==> src/rtl/masr_pkg.sv <==
// shared types and constants for the moving average spike reject block
`timescale 1ns / 1ps

package masr_pkg;

  // window length per sensor and number of sensors (window must be a power of two)
  localparam int WINDOW   = 8;
  localparam int SENSORS  = 8;

  // field widths
  localparam int SID_W    = 3;
  localparam int SAMPLE_W = 12;
  localparam int THRESH_W = 11;

  // derived widths and depths
  localparam int WIN_W       = $clog2(WINDOW);
  localparam int SUM_W       = SAMPLE_W + WIN_W;
  localparam int SIDX_W      = (SENSORS > 1) ? $clog2(SENSORS) : 1;
  localparam int STORE_DEPTH = SENSORS * WINDOW;
  localparam int SLOT_W      = $clog2(STORE_DEPTH);
  localparam int DIFF_W      = SAMPLE_W + 1;

  // threshold after reset: 2.0 degrees in 1/16 degree units
  localparam logic [THRESH_W-1:0] THRESH_RESET = THRESH_W'(32);

  // input transaction payload
  typedef struct packed {
    logic [SID_W-1:0]           sensor_id;
    logic signed [SAMPLE_W-1:0] sample;
  } in_item_t;

  // result transaction payload
  typedef struct packed {
    logic signed [SAMPLE_W-1:0] filtered;
    logic                       spike;
  } out_item_t;

endpackage

==> src/rtl/masr_ram.sv <==
// generic single-port-write, single-port-read ram with registered read data
`timescale 1ns / 1ps

module masr_ram #(
  parameter int WIDTH = 8,
  parameter int DEPTH = 16
) (
  input  logic                     clk,
  input  logic                     we,
  input  logic [$clog2(DEPTH)-1:0] waddr,
  input  logic [WIDTH-1:0]         wdata,
  input  logic                     re,
  input  logic [$clog2(DEPTH)-1:0] raddr,
  output logic [WIDTH-1:0]         rdata
);

  logic [WIDTH-1:0] mem_r [DEPTH];

  // write port
  always_ff @(posedge clk) begin
    if (we) begin
      mem_r[waddr] <= wdata;
    end
  end

  // registered read port
  always_ff @(posedge clk) begin
    if (re) begin
      rdata <= mem_r[raddr];
    end
  end

endmodule

==> src/rtl/moving_average_spike_reject.sv <==
// top level: per-sensor moving average with spike bypass
`timescale 1ns / 1ps

// Per-sensor moving average filter with spike bypass.
// Input channel (in_valid / in_stall / in_data): one sample tagged with a
// sensor number per transaction. Result channel (out_valid / out_stall /
// out_data): one result per input transaction, in input order; filtered is
// the window average, or the raw sample with spike set when the sample is
// more than the threshold away from the average.
// cfg_wr_en / cfg_wr_data write the spike threshold; write only while idle.
// The first stage registers the accepted transaction and reads the
// oldest sample of the sensor's ring from the sample ram; the second
// stage updates the running sum, writes the new sample back and loads
// the output register, which drives out_valid. Throughput: one
// transaction per cycle while the result channel does not stall.
// Reset (rst_n low, synchronous): every ring entry reads as zero through
// per-entry valid bits, sums and ring positions clear, threshold returns
// to 32; there is no clearing pass, the block is ready right after reset.
// When the receiver stalls, the result holds in the output register; one
// more transaction can sit in the second stage, after which in_stall
// rises in the same cycle.
module moving_average_spike_reject
  import masr_pkg::*;
(
  input  logic                clk,
  input  logic                rst_n,
  input  logic                in_valid,
  output logic                in_stall,
  input  in_item_t            in_data,
  output logic                out_valid,
  input  logic                out_stall,
  output out_item_t           out_data,
  input  logic                cfg_wr_en,
  input  logic [THRESH_W-1:0] cfg_wr_data
);

  logic [THRESH_W-1:0]        thresh_r;
  logic [WIN_W-1:0]           pos_r [SENSORS];
  logic signed [SUM_W-1:0]    sum_r [SENSORS];
  logic [STORE_DEPTH-1:0]     slot_vld_r;

  logic                       s1_valid_r;
  logic                       s1_known_r;
  logic [SIDX_W-1:0]          s1_sidx_r;
  logic [SLOT_W-1:0]          s1_slot_r;
  logic signed [SAMPLE_W-1:0] s1_sample_r;
  logic                       s1_old_vld_r;

  logic                       out_valid_r;
  out_item_t                  out_data_r;

  logic                       in_acc;
  logic                       s1_adv;
  logic                       in_known;
  logic [SIDX_W-1:0]          in_sidx;
  logic [WIN_W-1:0]           in_pos;
  logic [WIN_W-1:0]           pos_nxt;
  logic [SLOT_W-1:0]          rd_slot;
  logic [SAMPLE_W-1:0]        ram_rdata;
  logic                       ram_we;

  logic signed [SAMPLE_W-1:0] old_sample;
  logic signed [SUM_W-1:0]    sum_nxt;
  logic signed [SUM_W-1:0]    sum_biased;
  logic signed [SAMPLE_W-1:0] avg;
  logic signed [DIFF_W-1:0]   diff;
  logic [DIFF_W-1:0]          abs_diff;
  logic                       spike_det;
  out_item_t                  out_data_nxt;

  // handshake
  assign s1_adv   = s1_valid_r && (!out_valid_r || !out_stall);
  assign in_stall = s1_valid_r && !s1_adv;
  assign in_acc   = in_valid && !in_stall;

  // ring slot of the sensor's oldest sample
  assign in_known = ({1'b0, in_data.sensor_id} < (SID_W + 1)'(SENSORS));
  assign in_sidx  = SIDX_W'(in_data.sensor_id);
  assign in_pos   = in_known ? pos_r[in_sidx] : '0;
  assign pos_nxt  = (in_pos == WIN_W'(WINDOW - 1)) ? '0 : in_pos + WIN_W'(1);
  assign rd_slot  = SLOT_W'(in_sidx) * SLOT_W'(WINDOW) + SLOT_W'(in_pos);

  // write back the new sample when the second stage completes
  assign ram_we = s1_adv && s1_known_r;

  masr_ram #(
    .WIDTH (SAMPLE_W),
    .DEPTH (STORE_DEPTH)
  ) u_store (
    .clk   (clk),
    .we    (ram_we),
    .waddr (s1_slot_r),
    .wdata (s1_sample_r),
    .re    (in_acc),
    .raddr (rd_slot),
    .rdata (ram_rdata)
  );

  // threshold register
  always_ff @(posedge clk) begin
    if (!rst_n) begin
      thresh_r <= THRESH_RESET;
    end else if (cfg_wr_en) begin
      thresh_r <= cfg_wr_data;
    end
  end

  // ring positions advance at acceptance
  always_ff @(posedge clk) begin
    if (!rst_n) begin
      for (int i = 0; i < SENSORS; i++) begin
        pos_r[i] <= '0;
      end
    end else if (in_acc && in_known) begin
      pos_r[in_sidx] <= pos_nxt;
    end
  end

  // first stage registers
  always_ff @(posedge clk) begin
    if (!rst_n) begin
      s1_valid_r <= 1'b0;
    end else if (in_acc) begin
      s1_valid_r <= 1'b1;
    end else if (s1_adv) begin
      s1_valid_r <= 1'b0;
    end
  end

  always_ff @(posedge clk) begin
    if (in_acc) begin
      s1_known_r   <= in_known;
      s1_sidx_r    <= in_sidx;
      s1_slot_r    <= rd_slot;
      s1_sample_r  <= in_data.sample;
      s1_old_vld_r <= slot_vld_r[rd_slot];
    end
  end

  // unwritten entries read as zero
  always_ff @(posedge clk) begin
    if (!rst_n) begin
      slot_vld_r <= '0;
    end else if (ram_we) begin
      slot_vld_r[s1_slot_r] <= 1'b1;
    end
  end

  // running sum update, average and spike test
  always_comb begin
    old_sample = s1_old_vld_r ? $signed(ram_rdata) : '0;
    sum_nxt    = sum_r[s1_sidx_r] - SUM_W'(old_sample) + SUM_W'(s1_sample_r);
    sum_biased = sum_nxt + (sum_nxt[SUM_W-1] ? SUM_W'(WINDOW - 1) : SUM_W'(0));
    avg        = SAMPLE_W'(sum_biased >>> WIN_W);
    diff       = DIFF_W'(s1_sample_r) - DIFF_W'(avg);
    abs_diff   = diff[DIFF_W-1] ? DIFF_W'(-diff) : DIFF_W'(diff);
    spike_det  = abs_diff > DIFF_W'(thresh_r);

    out_data_nxt.filtered = s1_sample_r;
    out_data_nxt.spike    = 1'b0;
    if (s1_known_r) begin
      out_data_nxt.filtered = spike_det ? s1_sample_r : avg;
      out_data_nxt.spike    = spike_det;
    end
  end

  // running sums
  always_ff @(posedge clk) begin
    if (!rst_n) begin
      for (int i = 0; i < SENSORS; i++) begin
        sum_r[i] <= '0;
      end
    end else if (ram_we) begin
      sum_r[s1_sidx_r] <= sum_nxt;
    end
  end

  // output register
  always_ff @(posedge clk) begin
    if (!rst_n) begin
      out_valid_r <= 1'b0;
    end else if (s1_adv) begin
      out_valid_r <= 1'b1;
    end else if (!out_stall) begin
      out_valid_r <= 1'b0;
    end
  end

  always_ff @(posedge clk) begin
    if (s1_adv) begin
      out_data_r <= out_data_nxt;
    end
  end

  assign out_valid = out_valid_r;
  assign out_data  = out_data_r;

`ifndef SYNTHESIS
  // an accepted transaction always lands in the second stage
  a_acc_to_s1: assert property (@(posedge clk) disable iff (!rst_n)
    in_acc |=> s1_valid_r)
    else $error("accepted transaction did not reach second stage");

  // read and write back never hit the same ring slot in one cycle
  a_no_slot_clash: assert property (@(posedge clk) disable iff (!rst_n)
    (in_acc && in_known && ram_we) |-> (rd_slot != s1_slot_r))
    else $error("ring slot read and written in the same cycle");

  // a new result only follows a completed second stage
  a_out_from_s1: assert property (@(posedge clk) disable iff (!rst_n)
    $rose(out_valid_r) |-> $past(s1_valid_r))
    else $error("result appeared without a second stage transaction");
`endif

endmodule
==> config.mk <==
export PLATFORM = sky130hd
export DESIGN_NAME = moving_average_spike_reject
export DESIGN_NICKNAME = d
export VERILOG_FILES = /design/src/rtl/masr_pkg.sv /design/src/rtl/masr_ram.sv /design/src/rtl/moving_average_spike_reject.sv
export SDC_FILE = /design/constraint.sdc
export NUM_CORES = 1
export LEC_CHECK = 0
export BUFFER_PORTS_ARGS = -buffer_cell sky130_fd_sc_hd__buf_2
export CAP_MARGIN = 20
export CORE_UTILIZATION = 45
export DETAILED_ROUTE_END_ITERATION = 6
export MAX_ROUTING_LAYER = met4
export PLACE_DENSITY = 0.59
export SETUP_SLACK_MARGIN = 0.3
export SLEW_MARGIN = 10
export SYNTH_ARGS = -nofsm -noshare
export SYNTH_HDL_FRONTEND = slang
export SYNTH_SLANG_ARGS = --single-unit
==> constraint.sdc <==
create_clock -name clk -period 9.28 [get_ports clk]
set_input_delay 2.32 -clock clk [delete_from_list [all_inputs] [get_ports clk]]
set_output_delay 2.32 -clock clk [all_outputs]
set_load 0.01 [all_outputs]
Yosys cells after proc, flatten, opt, wreduce, memory -nomap -nowiden --
Memories as Yosys holds them, arrays and structs flattened. A register that Yosys moved wholly into a read port is not among the register bits. Cells that the tools add are included.
Storage, ports and cells: bits in registers 112, RAM bits 912, input bits 31, logic and storage cells 67, memories 3
Memories:
- u_store.mem_r | depth 64, bits a word 12, rd ports 1, clocked after memory_dff 1, write ports 1, RTL line masr_ram.sv:17 | logic [WIDTH-1:0] mem_r [DEPTH];
- sum_r | depth 8, bits a word 15, rd ports 1, clocked after memory_dff 1, write ports 8, RTL line moving_average_spike_reject.sv:39 | logic signed [SUM_W-1:0] sum_r [SENSORS];
- pos_r | depth 8, bits a word 3, rd ports 1, clocked after memory_dff 0, write ports 8, RTL line moving_average_spike_reject.sv:38 | logic [WIN_W-1:0] pos_r [SENSORS];
Operators by class: $add $sub $neg 7, magnitude comparators 4, equal/unequal tests 2, mux-type cells 28, bitwise logic cells 1, reduce and logical (&&, ||, !) cells 12
Operator list (count):
- $or 64x64->64 | 1
- $mux 12 | 2
- $mux 3 | 6
- $mux 1 | 16
- $add 15x12->15 | 1
- $add 15x4->15 | 1
- $mux 15 | 1
- $reduce_or 15->1 | 1
- $sub 15x12->15 | 1
- $lt 6x7->1 const B | 2
- $gt 13x11->1 | 1
- $mux 13 | 1
- $neg 13->13 | 1
- $sub 12x12->13 | 1
- $add 6x3->6 | 1
- $bmux 1 s6 | 1
- $demux 1 s6 | 1
- $ge 6x1->1 const B | 1
- $logic_and 1x1->1 | 4
- $logic_not 1->1 | 4
- $add 3x1->3 const B | 1
- $eq 3x3->1 const B | 1
- $reduce_or 3->1 | 1
- $ne 2x1->1 const B | 1
- other kinds (2) | 2

Depth between registers and ports, before layout --
Gate-level depths: netlist of the first run.
depth in word-level cells 12, depth in mapped cells 52, gate-level depth less buffers 47

Modules after synthesis --
From an unflattened synthesis of the first run, not the netlist that was laid out.
Unflattened totals: cell total of the unflattened synthesis 2573, area, all modules 43704.4 sq um
Modules (own cells, without submodules):
- masr_ram | times used 1, cells an instance 1339, area each 29971.2 sq um, seq. area each 23422.5 sq um
- moving_average_spike_reject | times used 1, cells an instance 1234, area each 13733.2 sq um, seq. area each 6886.6 sq um

Worst setup path after synthesis of the first run --
Ideal clock, no wire load.
path kind flip-flop to flip-flop, start reg with a tool-made name, end reg out_data_r (netlist bit out_data[1]) (data pin), arrival 9624 ps, data required time 9017 ps, path slack -607 ps, cell stages (with the launch flop) 49, path buffers 4, clock period less this slack 9887 ps, path through dfxtp_1 > buf_1 > buf_1 > mux4_2 > mux2i_1 > fa_1 > inv_1 > ha_1 > and2b_1 > o2111ai_1 > a21oi_1 > o32a_1 > xnor2_2 > clkbuf_1 > nor2_1 > xnor2_1 > ha_1 > inv_1 > [... 13 more ...] > o21ai_0 > ha_1 > nor2b_1 > o21ai_0 > nand2b_1 > a21oi_1 > nor2b_1 > o21ai_0 > nand2b_1 > a21oi_1 > nor2b_1 > o21ai_0 > nand2b_1 > a21oi_1 > nor2b_1 > o32ai_1 > o31ai_2 > mux2_1
RTL lines:
- end signal, assigned | RTL line moving_average_spike_reject.sv:191 | out_data_r <= out_data_nxt;
- end, declared | RTL line moving_average_spike_reject.sv:50 | out_item_t out_data_r;

==> key figures, run 1 <==
Timing
  – Worst setup margin: 595.8 ps
  – Post-layout min period: roughly 8700 ps
  – Tcrit/Tclk final: 93.58%
  – Slew HR: 28.99%
  – Slew Limit Fails: 0
  – Hold_ws: between 400 and 500 ps
  – Hold Violations, Final: 0
  – # setup viols final: 0
  – Unrepaired setup endpoints after global routing: no
  – Fmax: between 0.1 and 0.15 GHz
  – Clk_skew: around 33 ps
  – Worst slew pin tran: 1065 ps

CTS
  – Num CTS Buffers: 108
  – Clock-pin slew on the worst setup and hold paths: 60 ps
  – Root Buffer: clkbuf_16
  – CTS tree: yes
  – Clk sinks: approximately 1000
  – Clk_lat worst skew: roughly 700 ps
  – Htree depth: 3
  – CTS max path bufs: 3

Place
  – PortBufs: 45
  – GPL Wtd Cong: ~0.86
  – Placed Cells: 4200
  – Pre-CTS WS: -60.75 ps
  – Post-DP HPWL: 65290 µm

Final layout
  – Area Growth Syn to Fin: 13.97%
  – FF+latch area: 30320 µm²
  – Final #Nets: between 3000 and 4000
  – Layout cells sized above 1: between 10% and 20%
  – FILL cells: ~8000
  – Non-filler cells, final: approximately 4400
  – Multi-input logic area: between 10000 and 15000 µm²
  – Post-Route Utilization: between 50 and 60%

Setup path
  – Critical path's most frequent cell: o21ai_1
  – Reg-to-Reg End: out_data[2]
  – Worst setup SP type: flip-flop
  – Critical path arrival: between 9000 and 10000 ps
  – Reg-to-reg setup timing slack: around 600 ps
  – Slowest CP cell: mux4_2
  – Slowest cell delay on critical path: 530 ps
  – Reg2Reg Depth: 47
  – Worst setup endpoint: out_data[2]
  – Worst setup EP type: flip-flop
  – CP required: slightly below 10000 ps
  – Setup CP Type: reg2reg
  – Critical-path maximum fanout: 5

Route
  – Number of DRC markers in iteration 0: 2354
  – Post-DRT Antenna Nets: 0
  – DRC Markers: 0
  – Routed len/inst: ~25 µm
  – Total number of vias: ~25000
  – Final wirelength: 111100 µm
  – Via/cell ratio: 5.743
  – 1st-pass router iterations: 6

Die
  – Io pins: 46
  – Die Width: roughly 310 µm
  – Total core area: between 90000 and 100000 µm²
  – Die height: 314.5 µm
  – Die area: 98890 µm²
  – Initial core utilization: approximately 45%
  – Row cnt: between 100 and 150

Synth
  – Seq/Total Area, Yosys: slightly below 70%
  – Synthesized area: between 40000 and 50000 µm²
  – Synth Instances: 2938
  – Biggest area consumer among synthesized cells: edfxtp_1
  – Flops & latches, synth: ~1000
  – Most used DFF post-synth: edfxtp_1
  – Post-synth EDFFs: 956
  – Synth cell types: just under 80
  – Synth warnings: 0
  – Net count after synthesis: 3019
  – Synth top area share: between 60% and 70%
  – Async SR Flop Fraction: 0%
  – Synth top area cells: edfxtp_1, mux2i_1, mux4_2
  – Avg Synthesized Cell Area: about 15 µm²

Power
  – PwrDens: ~270 nW/µm²
  – Tot Pwr: roughly 0.014 W
  – Max VDD drop: roughly 0.23 mV
  – Leak: 17.04 nW

GRT
  – Largest net degree at the start of global routing: around 140
  – GRT Total Usage: 23.04%
  – Number of global-route vias before repair: about 25000
  – Initial antenna violation count: 4
  – Total congestion overflow: 0
  – First-pass GRT wire length: ~160000 µm

Hold path
  – Hold Crit Class: reg2reg
  – Cells on Worst Hold Path: 1

Outcome
  – Status: completed

Flow run
  – Max Cap Violations: 0
[cells by family after synthesis]
logic type,after synthesis,share of synthesized area [%]
AOI/OAI and AO/OA,473,7.701
muxes,354,10.88
and+or+nand+nor,712,7.379
buffers and inverters,256,2.207
adders and majority gates,53,1.732
xor gates and xnor gates,54,1.111
DFF,1036,68.99
[registers in the layout, summed over array words and instances (netlist names), named ones only]
register       count
sum_r            120
slot_vld_r        64
thresh_r          11
s1_old_vld_r       1
s1_sidx_r          3
s1_slot_r          3
out_valid          1
out_data          13
u_store.rdata     12
pos_r             24
s1_sample_r       12
u_store.mem_r    768
s1_valid_r         1
[per-layer routing]
metal | share of wire (%) | up-vias | GRT usage [%] | wire (µm)
met2 | 48 | 810 | 36.37 | 53110
li1 | - | 11440 | - | -
met5 | 0 | - | - | 0
met3 | 6.9 | 193 | 4.368 | 7627
met4 | 2.9 | 0 | 7.083 | 3192
met1 | 42 | 12970 | 30.29 | 47170
[final cells by class]
cell class                      count  share of cell area, %
Sequential cell                  1036                  60.55
Multi-Input combinational cell   1646                  26.05
Clock buffer                      142                  5.814
Tap cell                         1276                  3.188
Timing Repair Buffer              195                  2.941
Clock inverter                     64                 0.9620
Inverter                           61                 0.4723
Antenna cell                        5                0.02499
[synth_stat cells (all sizes together), types with 3 or more instances]
master,number
mux4,98
edfxtp,956
a21oi,73
and2,118
a31oi,57
nand2b,5
maj3,3
nand3,17
o21a,69
or2,11
and3,6
o211ai,4
dfxtp,80
mux2i,249
a211oi,160
fa,14
o21ai,19
nand4,6
or3,4
nor2b,23
inv,60
nand2,264
or4,3
nor3,3
clkbuf,165
xor2,17
xnor2,37
buf,30
nand3b,9
ha,36
o211a,3
o41ai,3
a311oi,53
a21o,8
nor2,232
nor4,5
mux2,7
[placed cells by master (no fill, tap or decap), types with 77 or more instances in the layout]
master / count
a211oi_1: 158
and2_1: 83
buf_4: 137
clkbuf_16: 109
dfxtp_1: 77
edfxtp_1: 956
mux2i_1: 239
mux4_2: 98
nand2_1: 262
nor2_1: 224
[stage by stage]
stage | area [µm²] | TNS [ps]
floorplan | 44000 | 0
CTS | 49730 | 0
global placement | 46140 | 0
finish | 50070 | 0
detailed placement | 46220 | -391.6
global route | 50070 | 0
[worst min-delay path by stage]
stage                         startpoint             end  slack, ps
after floorplan           slot_vld_r[18]  slot_vld_r[18]        430
after global placement    slot_vld_r[34]  slot_vld_r[34]        440
after detailed placement  slot_vld_r[54]  slot_vld_r[54]        440
after CTS                 slot_vld_r[54]  slot_vld_r[54]        460
after global routing      slot_vld_r[51]  slot_vld_r[51]        480
final                     slot_vld_r[54]  slot_vld_r[54]        460
[repair_timing]
action	CTS	global route
hold buffers	0	0
pin swaps	8	31
setup buffers	3	10
cloned	0	1
setup endpoints to repair	13	13
resized for setup	19	58
[critical path: cells and delay by family (launching register included)]
family	cells	cell delay, ps
simple gates	13	1230
xor+xnor	2	340
buf+inv	5	690
fa+ha+maj	4	1190
flops	1	370
mux	3	1070
compound gates	20	3500
[report_power, final]
group          switching, W  internal [W]
combinational       0.00242       0.00179
clock               0.00181       0.00232
sequential        0.0000357       0.00523
total               0.00426       0.00935
(Power assumes the default switching activity.)
==> run 2, diff against run 1 <==
--- a/config.mk
+++ b/config.mk
@@ -7,10 +7,12 @@
 export LEC_CHECK = 0
 export BUFFER_PORTS_ARGS = -buffer_cell sky130_fd_sc_hd__buf_2
 export CAP_MARGIN = 20
+export CELL_PAD_IN_SITES_DETAIL_PLACEMENT = 1
+export CELL_PAD_IN_SITES_GLOBAL_PLACEMENT = 1
 export CORE_UTILIZATION = 45
 export DETAILED_ROUTE_END_ITERATION = 6
 export MAX_ROUTING_LAYER = met4
-export PLACE_DENSITY = 0.59
+export PLACE_DENSITY = 0.68
 export SETUP_SLACK_MARGIN = 0.3
 export SLEW_MARGIN = 10
 export SYNTH_ARGS = -nofsm -noshare
==> run 2 against run 1 <==
Effect of this change: final cell count grew 0.11%; worst hold slack lost 2.1 ps; maximum frequency shrank 3.0%; clock power grew 4%.
==> key figures, run 2 (synthesized netlist as in run 1, its figures left out) <==
Die
  – Die Width: 314.5 µm (unchanged)
  – Total core area: 96710 µm² (unchanged)
  – Die area: 98890 µm² (unchanged)
  – Die height: 314.5 µm (unchanged)
  – Row cnt: 114 (unchanged)
  – Initial core utilization: 45.43% (unchanged)
  – Io pins: 46 (unchanged)

GRT
  – GRT Total Usage: 24.85% (+1.8 points)
  – First-pass GRT wire length: 175400 µm (+7.5%)
  – Number of global-route vias before repair: 26880 (+6.9%)
  – Largest net degree at the start of global routing: 132 (-2.2%)
  – Initial antenna violation count: 2 (-2)
  – Total congestion overflow: 0 (unchanged)

Route
  – Total number of vias: 26050 (+2.5%)
  – 1st-pass router iterations: 5 (-1)
  – Routed len/inst: 27.07 µm (+7.8%)
  – Post-DRT Antenna Nets: 0 (unchanged)
  – Final wirelength: 119900 µm (+7.9%)
  – Via/cell ratio: 5.879 (+2.4%)
  – Number of DRC markers in iteration 0: 2354 (unchanged)
  – DRC Markers: 0 (unchanged)

Flow run
  – Max Cap Violations: 0 (unchanged)

Final layout
  – Most common cell after layout, fill and taps aside: edfxtp_1
  – Post-Route Utilization: 52.04% (+0.26 points)
  – Final instance area: 50320 µm² (+0.49%)
  – Final #Nets: 3138 (+0.29%)
  – Layout cells sized above 1: 17.20% (+0.40 points)
  – Area Growth Syn to Fin: 14.54%
  – Number of flip-flops in the largest register: 768 (unchanged)
  – Most frequent cells in the layout: edfxtp_1, nand2_1, mux2i_1
  – Biggest regs: u_store.mem_r (768), sum_r (120), slot_vld_r (64)
  – Most flop-heavy register: u_store.mem_r

Power
  – Tot Pwr: 0.01391 W (+2.2%)
  – Max VDD drop: 0.2246 mV (-0.73%)
  – Leak: 17.18 nW (+0.86%)
  – PwrDens: 276.3 nW/µm² (+1.7%)

Timing
  – Tcrit/Tclk final: 96.50% (+2.9 points)
  – Hold_ws: 455.2 ps (-2.078 ps)
  – # setup viols final: 0 (unchanged)
  – Slew Limit Fails: 0 (unchanged)
  – Slew HR: 27.26% (-1.7 points)
  – Unrepaired setup endpoints after global routing: yes
  – Fmax: 0.1117 GHz (-3.0%)
  – Post-layout min period: 8955 ps (+270.7 ps)
  – Worst slew pin tran: 1090 ps (+24.82 ps)
  – Worst setup margin: 325.1 ps (-270.7 ps)
  – Hold Violations, Final: 0 (unchanged)
  – Clk_skew: 36.20 ps (+3.222 ps)

Setup path
  – Slowest CP cell: or4_4
  – Worst setup SP type: flip-flop
  – CP required: 9700 ps (about the same)
  – Critical-path maximum fanout: 5 (unchanged)
  – Setup CP Type: reg2reg
  – WP buf/inv: 7 (+2)
  – Slowest cell delay on critical path: 570 ps (+40 ps)
  – Critical path arrival: 9370 ps (+250 ps)
  – Critical path's most frequent cell: buf_4
  – Cell family with most CP delay: simple AND/OR/NAND/NOR gates
  – Worst setup EP type: flip-flop

Place
  – Placed cell area: 46160 µm² (-0.13%)
  – GPL Wtd Cong: 0.8597 (-0.34%)
  – Pre-CTS WS: -183.5 ps (-122.7 ps)
  – PortBufs: 45 (unchanged)
  – Post-DP HPWL: 70200 µm (+7.5%)

CTS
  – Num CTS Buffers: 110 (+1.9%)
  – CTS max path bufs: 3 (unchanged)
  – Hold_buf cts: 0 (unchanged)
  – CTS tree: yes
  – Root Buffer: clkbuf_16
  – Clk sinks: 1036 (unchanged)
  – Htree depth: 3 (unchanged)
  – Clock-pin slew on the worst setup and hold paths: 60 ps (about the same)
  – Clk_lat worst skew: 700 ps (about the same)

Outcome
  – Status: completed

Hold path
  – Min-delay src: slot_vld_r[50]
  – Hold Crit Class: reg2reg
## run 2: worst paths after layout
path,end,slack [ps],depth (start not counted)
min,slot_vld_r[50],460,1
min reg2reg,slot_vld_r[50],460,1
max,out_data[2],330,41
max reg2reg,out_data[2],330,41
## run 2: metal layers
metal	share of wire [%]	vias to the layer above	wire length (µm)	global-route usage [%]
met1	43	13690	51470	33.05
met2	49	744	59100	40.42
li1	-	11450	-	-
met3	5.2	164	6273	2.800
met4	2.6	0	3059	7.259
met5	0	-	0	-
## run 2: layout make-up
type,count,area [µm²]
antenna,2,5.005
clock buffer,151,2977
clock inverter,56,549.3
fill,9165,46390
inverter,61,237.7
multi-input combinational,1646,13020
sequential,1036,30310
tap,1276,1597
timing repair buffer,202,1624
## run 2: report_power, final
part | switching (W) | internal, W
sequential | 0.0000347 | 0.00523
combinational | 0.00248 | 0.00187
clock | 0.00181 | 0.00247
## run 2: metrics by stage
stage,cells,TNS (ps)
finish,4430,0
global route,4428,-1172
CTS,4410,0
detailed placement,4186,-1806
global placement,4178,0
floorplan,2938,0
## run 2: what timing repair did
| action | in CTS | in global routing |
|---|---|---|
| pin swaps | 24 | 29 |
| endpoints found under the setup margin | 13 | 13 |
| gates cloned | 3 | 0 |
| endpoints found under the hold margin | 0 | 0 |
| gates resized for setup | 38 | 26 |
| setup buffers | 14 | 10 |
